<file path="config.mk">
export PLATFORM = sky130hd
export DESIGN_NAME = lfu_cache_replacement_unit_flat
export DESIGN_NICKNAME = d
export VERILOG_FILES = /design/src/lfu_pkg.sv /design/src/lfu_req_if.sv /design/src/lfu_rsp_if.sv /design/src/lfu_cache_replacement_unit.sv /design/src/flat_wrapper.sv
export SDC_FILE = /design/constraint.sdc
export NUM_CORES = 2
export LEC_CHECK = 0
export ABC_AREA = 1
export BUFFER_PORTS_ARGS = -buffer_cell sky130_fd_sc_hd__clkbuf_2
export CORE_MARGIN = 8
export CORE_UTILIZATION = 55
export DETAILED_ROUTE_END_ITERATION = 12
export HOLD_SLACK_MARGIN = 0.02
export PLACE_DENSITY = 0.67
export SKIP_CTS_REPAIR_TIMING = 1
export SLEW_MARGIN = 15
export SYNTH_ARGS = -nofsm -noshare
export SYNTH_HDL_FRONTEND = slang
export SYNTH_SLANG_ARGS = --single-unit
</file>
<file path="constraint.sdc">
create_clock -name clock -period 8.73 [get_ports clock]
set_input_delay 1.3095 -clock clock [delete_from_list [all_inputs] [get_ports clock]]
set_output_delay 1.3095 -clock clock [all_outputs]
set_load 0.02 [all_outputs]
</file>
<file path="src/lfu_pkg.sv">
package lfu_pkg;
   localparam int KeyWidth = 32;
   localparam int ValueWidth = 32;
   localparam int CountWidth = 32;
   localparam int CfgWidth = 5;
   localparam logic [CfgWidth-1:0] CapReset = 5'd16;
   localparam logic [CountWidth-1:0] CountMax = 32'hFFFF_FFFF;
   localparam logic [ValueWidth-1:0] MissValue = 32'hFFFF_FFFF;

   typedef enum logic {
      REQ_GET = 1'b0,
      REQ_PUT = 1'b1
   } req_kind_type;

   typedef struct packed {
      logic                  req_type;
      logic [KeyWidth-1:0]   lookup_key;
      logic [ValueWidth-1:0] write_value;
   } req_type;

   typedef struct packed {
      logic                  hit;
      logic [ValueWidth-1:0] read_value;
      logic                  evicted;
      logic [KeyWidth-1:0]   evicted_key;
   } rsp_type;
endpackage

</file>
<file path="src/lfu_req_if.sv">
interface lfu_req_if;
   logic valid;
   logic ready;
   lfu_pkg::req_type payload;
   modport source (output valid, output payload, input ready);
   modport sink (input valid, input payload, output ready);
endinterface

</file>
<file path="src/lfu_rsp_if.sv">
interface lfu_rsp_if;
   logic valid;
   logic ready;
   lfu_pkg::rsp_type payload;
   modport source (output valid, output payload, input ready);
   modport sink (input valid, input payload, output ready);
endinterface

</file>
<file path="src/lfu_cache_replacement_unit.sv">
// LFU key/value store of CAPACITY fully associative entries, ties broken by
// least recent use. Each item (get or put) gives one result item. Entries
// live in a one-read-port synchronous memory. Every item starts with a scan
// pass that reads one entry per cycle to find the key, a free slot and the
// victim, followed by a decide state. A get that misses then presents its
// result. Any other item first runs an update pass that writes back the
// entry and the recency ranks before its result. A new item is accepted
// only once the result has been taken by rsp ready.
// csr_wr_en/csr_wr_data set the active capacity (0 acts as 1, above CAPACITY
// acts as CAPACITY). No clearing pass: valid bits reset at once.
module lfu_cache_replacement_unit #(
   parameter int CAPACITY = 16
) (
   input  logic clock,
   input  logic reset,
   lfu_req_if.sink req_if,
   lfu_rsp_if.source rsp_if,
   input  logic csr_wr_en,
   input  logic [lfu_pkg::CfgWidth-1:0] csr_wr_data
);
   localparam int IdxW = (CAPACITY > 1) ? $clog2(CAPACITY) : 1;
   localparam int CntW = $clog2(CAPACITY + 1);
   localparam int RankW = IdxW;

   typedef struct packed {
      logic [lfu_pkg::KeyWidth-1:0]   key;
      logic [lfu_pkg::ValueWidth-1:0] value;
      logic [lfu_pkg::CountWidth-1:0] count;
      logic [RankW-1:0]               rank;
   } entry_type;

   typedef enum logic [2:0] {
      ST_IDLE, ST_SCAN, ST_DECIDE, ST_UPDATE, ST_RESP
   } state_type;

   entry_type mem [CAPACITY];
   entry_type rd_data_ff;
   logic [CAPACITY-1:0] valid_ff;

   state_type state_ff;
   logic [lfu_pkg::CfgWidth-1:0] cap_ff;
   logic [CntW-1:0] occ_ff;
   lfu_pkg::req_type req_ff;
   lfu_pkg::rsp_type rsp_ff;
   logic [CntW-1:0] ctr_ff;      // address issue counter
   logic rd_vld_ff;
   logic [IdxW-1:0] rd_idx_ff;
   logic found_ff, free_ff, vic_ff;
   logic [IdxW-1:0] found_idx_ff, free_idx_ff, vic_idx_ff, slot_ff;
   entry_type found_ent_ff, vic_ent_ff;
   logic [RankW:0] limit_ff;     // extra bit: all ranks below
   logic new_ent_ff;

   logic [CntW-1:0] eff_cap;
   always_comb begin
      if (cap_ff == '0) eff_cap = CntW'(1);
      else if (32'(cap_ff) > CAPACITY) eff_cap = CntW'(CAPACITY);
      else eff_cap = CntW'(cap_ff);
   end

   logic [IdxW-1:0] addr;
   assign addr = ctr_ff[IdxW-1:0];
   logic wr_en;
   entry_type wr_data;
   logic [IdxW-1:0] wr_addr;

   // memory
   always_ff @(posedge clock) begin
      if (wr_en) mem[wr_addr] <= wr_data;
      rd_data_ff <= mem[addr];
   end

   assign req_if.ready = (state_ff == ST_IDLE);
   assign rsp_if.valid = (state_ff == ST_RESP);
   assign rsp_if.payload = rsp_ff;

   logic scan_rd, upd_rd;
   assign scan_rd = (state_ff == ST_SCAN) && (32'(ctr_ff) < CAPACITY);
   assign upd_rd = (state_ff == ST_UPDATE) && (32'(ctr_ff) < CAPACITY);

   // update pass: write back the entry just read with its new rank
   always_comb begin
      wr_en = 1'b0;
      wr_addr = rd_idx_ff;
      wr_data = rd_data_ff;
      if (state_ff == ST_UPDATE && rd_vld_ff) begin
         if (rd_idx_ff == slot_ff) begin
            wr_en = 1'b1;
            wr_data.rank = '0;
            if (new_ent_ff) begin
               wr_data.key = req_ff.lookup_key;
               wr_data.value = req_ff.write_value;
               wr_data.count = 32'd1;
            end else begin
               if (req_ff.req_type == lfu_pkg::REQ_PUT)
                  wr_data.value = req_ff.write_value;
               if (rd_data_ff.count != lfu_pkg::CountMax)
                  wr_data.count = rd_data_ff.count + 32'd1;
            end
         end else if (valid_ff[rd_idx_ff] &&
                      {1'b0, rd_data_ff.rank} < limit_ff) begin
            wr_en = 1'b1;
            wr_data.rank = rd_data_ff.rank + RankW'(1);
         end
      end
   end

   logic better;
   always_comb begin
      better = !vic_ff || rd_data_ff.count < vic_ent_ff.count ||
               (rd_data_ff.count == vic_ent_ff.count &&
                rd_data_ff.rank > vic_ent_ff.rank);
   end

   always_ff @(posedge clock) begin
      if (reset) begin
         state_ff <= ST_IDLE;
         cap_ff <= lfu_pkg::CapReset;
         occ_ff <= '0;
         valid_ff <= '0;
         rd_vld_ff <= 1'b0;
      end else begin
         if (csr_wr_en) cap_ff <= csr_wr_data;
         rd_vld_ff <= scan_rd || upd_rd;
         rd_idx_ff <= addr;
         unique case (state_ff)
            ST_IDLE: begin
               if (req_if.valid) begin
                  req_ff <= req_if.payload;
                  ctr_ff <= '0;
                  found_ff <= 1'b0;
                  free_ff <= 1'b0;
                  vic_ff <= 1'b0;
                  state_ff <= ST_SCAN;
               end
            end
            ST_SCAN: begin
               if (scan_rd) ctr_ff <= ctr_ff + CntW'(1);
               if (rd_vld_ff) begin
                  if (!valid_ff[rd_idx_ff]) begin
                     if (!free_ff) begin
                        free_ff <= 1'b1;
                        free_idx_ff <= rd_idx_ff;
                     end
                  end else begin
                     if (!found_ff && rd_data_ff.key == req_ff.lookup_key) begin
                        found_ff <= 1'b1;
                        found_idx_ff <= rd_idx_ff;
                        found_ent_ff <= rd_data_ff;
                     end
                     if (better) begin
                        vic_ff <= 1'b1;
                        vic_idx_ff <= rd_idx_ff;
                        vic_ent_ff <= rd_data_ff;
                     end
                  end
               end
               if (!scan_rd && !rd_vld_ff) state_ff <= ST_DECIDE;
            end
            ST_DECIDE: begin
               rsp_ff.hit <= found_ff;
               rsp_ff.read_value <= lfu_pkg::MissValue;
               rsp_ff.evicted <= 1'b0;
               rsp_ff.evicted_key <= '0;
               new_ent_ff <= 1'b0;
               ctr_ff <= '0;
               state_ff <= ST_UPDATE;
               if (found_ff) begin
                  slot_ff <= found_idx_ff;
                  limit_ff <= {1'b0, found_ent_ff.rank};
                  if (req_ff.req_type == lfu_pkg::REQ_GET)
                     rsp_ff.read_value <= found_ent_ff.value;
               end else if (req_ff.req_type == lfu_pkg::REQ_PUT) begin
                  new_ent_ff <= 1'b1;
                  if (occ_ff < eff_cap && free_ff) begin
                     slot_ff <= free_idx_ff;
                     limit_ff <= '1;
                     occ_ff <= occ_ff + CntW'(1);
                     valid_ff[free_idx_ff] <= 1'b1;
                  end else begin
                     slot_ff <= vic_idx_ff;
                     limit_ff <= {1'b0, vic_ent_ff.rank};
                     rsp_ff.evicted <= 1'b1;
                     rsp_ff.evicted_key <= vic_ent_ff.key;
                  end
               end else begin
                  state_ff <= ST_RESP;
               end
            end
            ST_UPDATE: begin
               if (upd_rd) ctr_ff <= ctr_ff + CntW'(1);
               if (!upd_rd && !rd_vld_ff) state_ff <= ST_RESP;
            end
            ST_RESP: begin
               if (rsp_if.ready) state_ff <= ST_IDLE;
            end
            default: state_ff <= ST_IDLE;
         endcase
      end
   end
endmodule

</file>
<file path="src/flat_wrapper.sv">
// flat-port wrapper written by rule: the top's interface ports become plain ports
module lfu_cache_replacement_unit_flat 
#(
   parameter int CAPACITY = 16
)
  (clock, reset, csr_wr_en, csr_wr_data, req_if_valid, req_if_payload, req_if_ready, rsp_if_valid, rsp_if_payload, rsp_if_ready);
  lfu_req_if req_if_i ();
  lfu_rsp_if rsp_if_i ();
  input  logic clock;
  input  logic reset;
  input  logic csr_wr_en;
  input  logic [lfu_pkg::CfgWidth-1:0] csr_wr_data;
  input wire logic [$bits(req_if_i.valid)-1:0] req_if_valid;
  input wire logic [$bits(req_if_i.payload)-1:0] req_if_payload;
  output wire logic [$bits(req_if_i.ready)-1:0] req_if_ready;
  output wire logic [$bits(rsp_if_i.valid)-1:0] rsp_if_valid;
  output wire logic [$bits(rsp_if_i.payload)-1:0] rsp_if_payload;
  input wire logic [$bits(rsp_if_i.ready)-1:0] rsp_if_ready;
  assign req_if_i.valid = req_if_valid;
  assign req_if_i.payload = req_if_payload;
  assign req_if_ready = req_if_i.ready;
  assign rsp_if_valid = rsp_if_i.valid;
  assign rsp_if_payload = rsp_if_i.payload;
  assign rsp_if_i.ready = rsp_if_ready;
  lfu_cache_replacement_unit #(.CAPACITY(CAPACITY)) u_core (.clock(clock), .reset(reset), .req_if(req_if_i), .rsp_if(rsp_if_i), .csr_wr_en(csr_wr_en), .csr_wr_data(csr_wr_data));
endmodule
</file>
==> impl_metrics.ini <==
[finish]
layout.nets = 6047
layout.cells.most_common = sky130_fd_sc_hd__edfxtp_1
final.fill_count = 10500
drive_gt1_frac = 0.103
layoutNonFillerInstCount = 7988
area_growth_from_synthesis_to_final_layout_pct = 11.7
finish.utilization = 0.619
layout.cells.most_common_list = sky130_fd_sc_hd__edfxtp_1, sky130_fd_sc_hd__nor2_1, sky130_fd_sc_hd__nand2_1

[timing]
max_slew_violation_total_from_the_final_report = 0
timing.final.crit_period_ns = 4.21
grt_setup_unrepaired = no
min_period_over_period = 0.482
setup_total_negative_slack_ns = 0
max_slew.worst_pin.slew_ns = 1.45
max_freq_mhz = 237
final-setup-viol-count = 0
max-slew-margin-rel = 0.0316
final.setup_skew_ns = 0.0361
report.final.hold_viol_count = 0

[pwr]
finalPower_mw = 26.9
power.share.switching = 0.304
internal_power_mw = 18.7
ir_drop_mv = 0.205
share_comb_of_total_power = 0.205
p_leak_nw = 30.0
net-switching-power_mw = 8.20
cellPowerDensity_nw_per_um2 = 307
p_seq_frac = 0.471
power.clock.fraction = 0.324

[drt]
routed_wire_length_per_instance_um = 23.9
postRouteWirelength_mm = 191
drt-vias-per-instance = 6.00
drc = 0
via_count = 47900
detail-route-antenna-nets = 0
first_pass_drt_iterations = 8
dr_wl_met3_mm = 15.0
dr.max_layer_used = met4
drt-initial-drc-count = 5440
wl_met1_mm = 81.3
met2WireLength_mm = 89.7

[global_route]
grt_max_degree = 251
grt_usage = 0.239
grt_pass1_vias = 46100
antenna_found_initial = 1
grt_overflow_total = 0
grt_first_pass_wirelength_mm = 286

[synthesis]
synth-main-ff-cell = sky130_fd_sc_hd__edfxtp_1
synth-edff-count = 1869
post_synth_main_area_contributors = sky130_fd_sc_hd__edfxtp_1, sky130_fd_sc_hd__nor2_1, sky130_fd_sc_hd__dfxtp_1, sky130_fd_sc_hd__o21ai_0, sky130_fd_sc_hd__o32ai_1
yosys.area.top_type_share = 0.715
synth-seq-area-share = 0.748
ys_ff_latch = 1999
netlist.top_cell.by_area = sky130_fd_sc_hd__edfxtp_1
synthesized_instance_count = 5842
synth_area_per_cell_um2 = 13.4
synth_area_um2 = 78500
yosys_warnings = 0
synth_async_sr_flop_share = 0
netlist-cell-type-count = 54
syn-num-nets = 5964

[setup_path]
critical_path.reg2reg.endpoint = u_core.mem[10][19]
critical_path_destination = u_core.mem[10][19]
worst_setup_path_end_kind = flip-flop
cp-start-kind = flip-flop
worstSetupStartpoint = u_core.rd_idx_ff[0]
worst-endpoint-arrival_ns = 4.64
timing_worst_setup_path_type = reg2reg
r2r_start = u_core.rd_idx_ff[0]
cp_data_required_time_ns = 9.15
rr_worst_depth = 14
timing.critical_path.fanout_max = 53
reg2reg_setup_slack_ns = 4.52

[floorplan]
number_of_rows_in_the_core_area = 138
die_x_um = 394
io_pins = 143
die-area_um2 = 155000
floorplan.die.height_um = 394
initial_cell_density_of_the_core = 0.554
floorplan.core_area_um2 = 142000

[clocking]
cts_max_path_buffers = 3
tritoncts_num_sinks = 1999
clk_latency_worst_skew_pair_ns = 0.83
cts_root_buffer = sky130_fd_sc_hd__clkbuf_16
cts-buffers-inserted = 195
cts-htree-levels = 4
cts_tree = done
clk_pin_slew_worst_paths_ns = 0.06

[min_path]
hold_removal_path_class = reg2reg

[placed_design]
place_congestion = 0.864
final_hpwl_from_detailed_placement_mm = 98.9
post-place-cells = 7618
placement.io_buffers = 142

[job]
maxCapViolCount = 0

[status]
run_status = completed
[power by group through the flow]
| stage | clock network [mW] | registers [mW] | logic [mW] |
|---|---|---|---|
| 2_1_floorplan | 0 | 12.6 | 3.76 |
| 3_3_place_gp | 0 | 12.9 | 5.32 |
| 3_5_place_dp | 0 | 12.9 | 5.45 |
| 6_report | 8.72 | 12.7 | 5.53 |
| 5_1_grt | 9.18 | 12.7 | 6.08 |
| 4_1_cts | 8.83 | 12.7 | 5.48 |
[cell usage after synthesis, types with 28 or more instances]
library cell               count
sky130_fd_sc_hd__mux2_4       30
sky130_fd_sc_hd__ha_1         47
sky130_fd_sc_hd__o211ai_1     91
sky130_fd_sc_hd__o21ai_0     473
sky130_fd_sc_hd__mux2i_1     112
sky130_fd_sc_hd__a21oi_1      52
sky130_fd_sc_hd__dfxtp_1     130
sky130_fd_sc_hd__inv_1       240
sky130_fd_sc_hd__buf_6        33
sky130_fd_sc_hd__edfxtp_1   1869
sky130_fd_sc_hd__clkbuf_1    252
sky130_fd_sc_hd__o32ai_1     244
sky130_fd_sc_hd__o221ai_1    112
sky130_fd_sc_hd__o21ai_1      28
sky130_fd_sc_hd__nand2_1     557
sky130_fd_sc_hd__nand3_1     227
sky130_fd_sc_hd__nor2_1     1164
[cell type report]
cell class | count | area (um^2) | area share
flip-flops and latches | 1999 | 58700 | 0.670
clock buffers | 259 | 5430 | 0.0619
diodes | 1 | 2.50 | 0.0000285
clock inverters | 110 | 1330 | 0.0152
repair buffers | 228 | 1480 | 0.0169
inverters | 252 | 967 | 0.0110
multi-input cells | 3249 | 17400 | 0.198
well taps | 1890 | 2360 | 0.0270
[layer usage]
| layer | vias to the layer above | GRT usage |
|---|---|---|
| met5 | - | 0 |
| met2 | 1980 | 0.382 |
| li1 | 21600 | - |
| met1 | 24000 | 0.338 |
| met4 | 0 | 0.0709 |
| met3 | 327 | 0.0425 |
[registers in the layout, summed over array words and instances, names as in the netlist, 16 cells and up]
name                   count
u_core.vic_ent_ff         68
u_core.req_ff             65
u_core.mem              1600
u_core.rsp_if.payload     66
u_core.found_ent_ff       36
u_core.rd_data_ff        100
u_core.valid_ff           16
[how the worst min path moves through the flow]
stage,startpoint,to,slack [ns],cells after the start
final,u_core.rd_data_ff[36],u_core.found_ent_ff[36],0.43,0
after global routing,u_core.rd_data_ff[69],u_core.vic_ent_ff[69],0.44,0
after floorplan,u_core.rd_data_ff[36],u_core.found_ent_ff[36],0.40,0
after global placement,u_core.rd_data_ff[36],u_core.found_ent_ff[36],0.41,0
after detailed placement,u_core.rd_data_ff[36],u_core.found_ent_ff[36],0.41,0
after CTS,u_core.rd_data_ff[36],u_core.found_ent_ff[36],0.43,0
[per-stage QoR]
step | setup slack [ns] | hold WS, ns | area, um^2
floorplan | 2.22 | 0.403 | 78500
global placement | 4.60 | 0.409 | 80900
detailed placement | 4.57 | 0.414 | 80900
CTS | 4.55 | 0.430 | 87600
global route | 4.28 | 0.442 | 87700
finish | 4.52 | 0.426 | 87700
[critical path, cell delays in order (launching register included)]
cell and delay (ns):
sky130_fd_sc_hd__edfxtp_1 0.80, sky130_fd_sc_hd__nand2_1 0.10, sky130_fd_sc_hd__o21ai_0 0.12, sky130_fd_sc_hd__nand2_1 0.08, sky130_fd_sc_hd__nand2_1 0.08, sky130_fd_sc_hd__nand2_1 0.05
sky130_fd_sc_hd__nand2_1 0.10, sky130_fd_sc_hd__inv_2 0.04, sky130_fd_sc_hd__nand2_2 0.14, sky130_fd_sc_hd__nand2_1 0.09, sky130_fd_sc_hd__nand2_2 0.13, sky130_fd_sc_hd__nand3_2 0.23
sky130_fd_sc_hd__nor2_4 0.15, sky130_fd_sc_hd__buf_4 0.72, sky130_fd_sc_hd__buf_4 0.87
[cell families (layout without fill, tap and decap cells)]
group	Yosys count	after routing	synth area share
buffers and inverters	594	849	0.0329
xor gates and xnor gates	18	18	0.00201
and+or+nand+nor	2018	2018	0.103
AOI/OAI and AO/OA	1022	1022	0.0858
muxes	144	144	0.0203
DFF	1999	1999	0.748
other	0	1	0
adders and majority gates	47	47	0.00749
Power figures use the tool's default switching activity.
